<file path="config.mk">
export PLATFORM = sky130hd
export DESIGN_NAME = stm_ram
export DESIGN_NICKNAME = d
export VERILOG_FILES = /design/src/rtl/core/stm_ram.sv
export SDC_FILE = /design/constraint.sdc
export NUM_CORES = 2
export LEC_CHECK = 0
export BUFFER_PORTS_ARGS = -buffer_cell sky130_fd_sc_hd__buf_2
export CAP_MARGIN = 20
export CORE_MARGIN = 2
export CORE_UTILIZATION = 35
export DETAILED_ROUTE_END_ITERATION = 12
export GPL_TIMING_DRIVEN = 0
export PLACE_DENSITY = 0.46
export SLEW_MARGIN = 20
export SYNTH_ARGS = -nofsm -noshare
export SYNTH_HDL_FRONTEND = slang
export SYNTH_SLANG_ARGS = --single-unit
export TNS_END_PERCENT = 50
</file>
<file path="constraint.sdc">
create_clock -name clk -period 3.1 [get_ports clk]
set_input_delay 0.31 -clock clk [delete_from_list [all_inputs] [get_ports clk]]
set_output_delay 0.31 -clock clk [all_outputs]
set_load 0.02 [all_outputs]
</file>
<file path="src/rtl/core/stm_ram.sv">
// ----------------------------------------------------------------------------
// stm_ram
// Simple dual port RAM, one write and one read port, registered read data.
// ----------------------------------------------------------------------------
module stm_ram #(
	parameter int WIDTH = 16,
	parameter int DEPTH = 256
) (
	input  logic                     clk,
	input  logic                     we,
	input  logic [$clog2(DEPTH)-1:0] waddr,
	input  logic [WIDTH-1:0]         wdata,
	input  logic [$clog2(DEPTH)-1:0] raddr,
	output logic [WIDTH-1:0]         rdata
);

	logic [WIDTH-1:0] mem [DEPTH];

	always_ff @(posedge clk) begin
		if (we) begin
			mem[waddr] <= wdata;
		end
		rdata <= mem[raddr];
	end

endmodule

</file>
==> results.json <==
{
  "clock_latency_ns": 0.99,
  "ir_drop_v": 0.0005972,
  "cap_violations": 0,
  "io_buffer_count": 39,
  "antenna_found_initial": 44,
  "drive_gt1_share_pct": 29.45,
  "p_leak_nw": 58.57,
  "wl_microns": 553400,
  "cts_setup_buffers": 0,
  "overflow": 0,
  "yosys-top-cells-count": "edfxtp_1, mux4_2, mux2i_1, nor2_1, o221ai_1",
  "synth_cells": 7360,
  "crit_family": "buffers and inverters",
  "yosysSeqAreaShare_pct": 77.70,
  "critPathKind": "input port to flop",
  "ioPinCount": 50,
  "cp.arrival_ns": 4.28,
  "setup_viol": 16,
  "min_period_over_period_pct": 111.4,
  "ant_nets": 0,
  "startpoint_type": "input port",
  "min_path_type": "input port to flop",
  "drc": 0,
  "power.total_w": 0.1209,
  "tightest_slew_ns": 1.299,
  "synthFlopType": "edfxtp_1",
  "cts_buffer_depth": 4,
  "die_x_microns": 677.4,
  "routabilityCongestion": 0.9787,
  "synth_area_leaders": "edfxtp_1, mux4_2, mux2i_1",
  "worstPathMaxFanout": 10,
  "clock-root-buffer": "clkbuf_16",
  "place_ws_ns": -3.048,
  "die_area_sq_um": 458900,
  "slew_headroom_pct": 13.40,
  "grt_pass1_wl_microns": 733800,
  "clock_skew_ns": 0.04763,
  "drt_iter0_markers": 12180,
  "grt_util_all_layers_pct": 23.60,
  "fin_crit_ns": 3.452,
  "initial_utilization_pct": 35.10,
  "cts.sinks": 4112,
  "rrSetupSlack_ns": 0.20,
  "synth.distinct_cells": 52,
  "synthArstFlopShare_pct": 0,
  "htreeDepth": 5,
  "crit_chain": "clkbuf_2 -> clkbuf_2 -> clkbuf_2 -> clkbuf_2 -> a211oi_1 -> o21ai_1 -> nand3_1 -> nor4_4",
  "core.rowCount": 247,
  "critical_path_buf_inv_count": 4,
  "final_max_slew_viol_count": 0,
  "grt_pass1_vias": 81410,
  "cp_slowest_cell": "clkbuf_2",
  "ys_warn_count": 0,
  "synth_top_area_cell": "edfxtp_1",
  "synth_fp_nets": 7394,
  "yosys.cell_count.top_type": "edfxtp_1",
  "synth_top_area_share_pct": 77.50,
  "crit_top_cell": "clkbuf_2",
  "syn-cell-area_sq_um": 158700,
  "clkTransAtPathRegs_ns": 0.06,
  "whs_ns": 0.2102,
  "end_kind": "flop",
  "yosys_register_bits": 4112,
  "grt_start_max_net_pins": 113,
  "dieHeight_microns": 677.4,
  "hpwl_microns": 385500,
  "fmax_mhz": 289.7,
  "postSynthAreaPerCell_sq_um": 21.56,
  "tritoncts": "built",
  "setup_ws_ns": -0.3524,
  "vias_per_cell": 5.757,
  "avgRoutedWirePerCell_microns": 38.36,
  "rsz0062_at_grt": "yes",
  "final_net_count": 8117,
  "hold_viol": 0,
  "required_ns": 3.93,
  "coreArea_sq_um": 452100,
  "p_per_area_nw_per_um2": 645.1,
  "max_stage_delay_ns": 0.68,
  "num_vias": 83050,
  "area_growth_pct": 18.11,
  "finalCoreUtilization_pct": 41.46,
  "first_pass_iters": 8,
  "numCtsBuffers": 441,
  "status": "finished, violations left",
  "num-fill-cells": 39380,
  "violations": "setup timing",
  "synth_edf_count": 4096
}
-- stage by stage --
step	area (sq um)	instances	setup TNS, ns
after floorplan	158700	7360	0
after global placement	166400	13380	-
after detailed placement	172100	13600	-689.81
after CTS	187300	14410	-0.06486
after global routing	187400	14410	-0.02959
final	187500	14430	-3.236
-- worst reg2reg max path, stage by stage (launching register included) --
cell and delay [ns]:
edfxtp_1 0.36, mux4_2 0.54, mux4_2 0.56, a22o_1 0.36
o32ai_2 0.75, nor4_4 0.18
-- cell usage in the layout, fill, tap and decap left out, types with 41 or more instances in the layout --
master,n
clkbuf_1,189
clkinv_2,68
buf_8,77
clkbuf_2,87
buf_4,50
buf_6,167
mux2i_1,565
buf_2,90
o221ai_1,229
a21oi_1,173
buf_16,51
nor2_2,133
nor3_1,50
clkinv_1,111
mux2_2,88
nor2_1,48
edfxtp_1,4096
mux4_2,797
o22ai_1,145
clkbuf_16,450
bufinv_16,41
nor2_4,123
-- flip-flops by register name, indices dropped and copies added, names as in the netlist --
signal / cells
rdata: 16
mem: 4096
-- worst paths after layout --
| check | depth (start not counted) | start | endpoint |
|---|---|---|---|
| min | 3 | waddr[4] | mem[53][0] |
| max | 8 | raddr[4] | rdata[7] |
| max reg2reg | 5 | mem[23][2] | rdata[2] |
| min reg2reg | 6 | mem[248][1] | rdata[1] |
-- where the power goes --
group / switching (W) / total [W] / internal [W] / leakage [nW]
Combinational: 0.00529 / 0.00756 / 0.00227 / 14.8
Sequential: 0.0000353 / 0.0613 / 0.0613 / 36.9
Clock: 0.0221 / 0.0520 / 0.0299 / 6.85
Total: 0.0274 / 0.121 / 0.0935 / 58.6
-- routing by layer --
| layer | up-vias | track usage, % | routed length [microns] |
|---|---|---|---|
| met2 | 3869 | 36.22 | 250100 |
| li1 | 32840 | - | - |
| met5 | - | 0 | 68 |
| met3 | 785 | 4.790 | 43930 |
| met1 | 45550 | 33.44 | 236100 |
| met4 | 10 | 8.452 | 23110 |
-- repair_timing --
item | 4_1_cts | 5_1_grt
pin swaps | 1 | 3
gates resized for setup | 237 | 33
hold buffers | 16 | 0
setup endpoints to repair | 16 | 14
hold endpoints to repair | 1139 | 0
-- cell families after synthesis --
family          after synthesis  share of synthesized area [%]
flops                      4112                          77.70
buf+inv                     456                          1.693
compound gates              786                          3.537
mux                        1450                          15.50
simple gates                556                          1.574
-- cell type report --
cell class | count | area [sq um] | share of cell area (%)
diodes | 15 | 37.54 | 0.02002
repair buffers | 283 | 4367 | 2.329
clock buffers | 535 | 11600 | 6.188
inverters | 4 | 17.52 | 0.009344
well taps | 5976 | 7477 | 3.989
clock inverters | 259 | 2490 | 1.328
multi-input cells | 2792 | 35150 | 18.75
flip-flops and latches | 4112 | 123300 | 65.78
plain buffers | 449 | 3012 | 1.607
No activity file was read; power rests on OpenSTA's default activity.
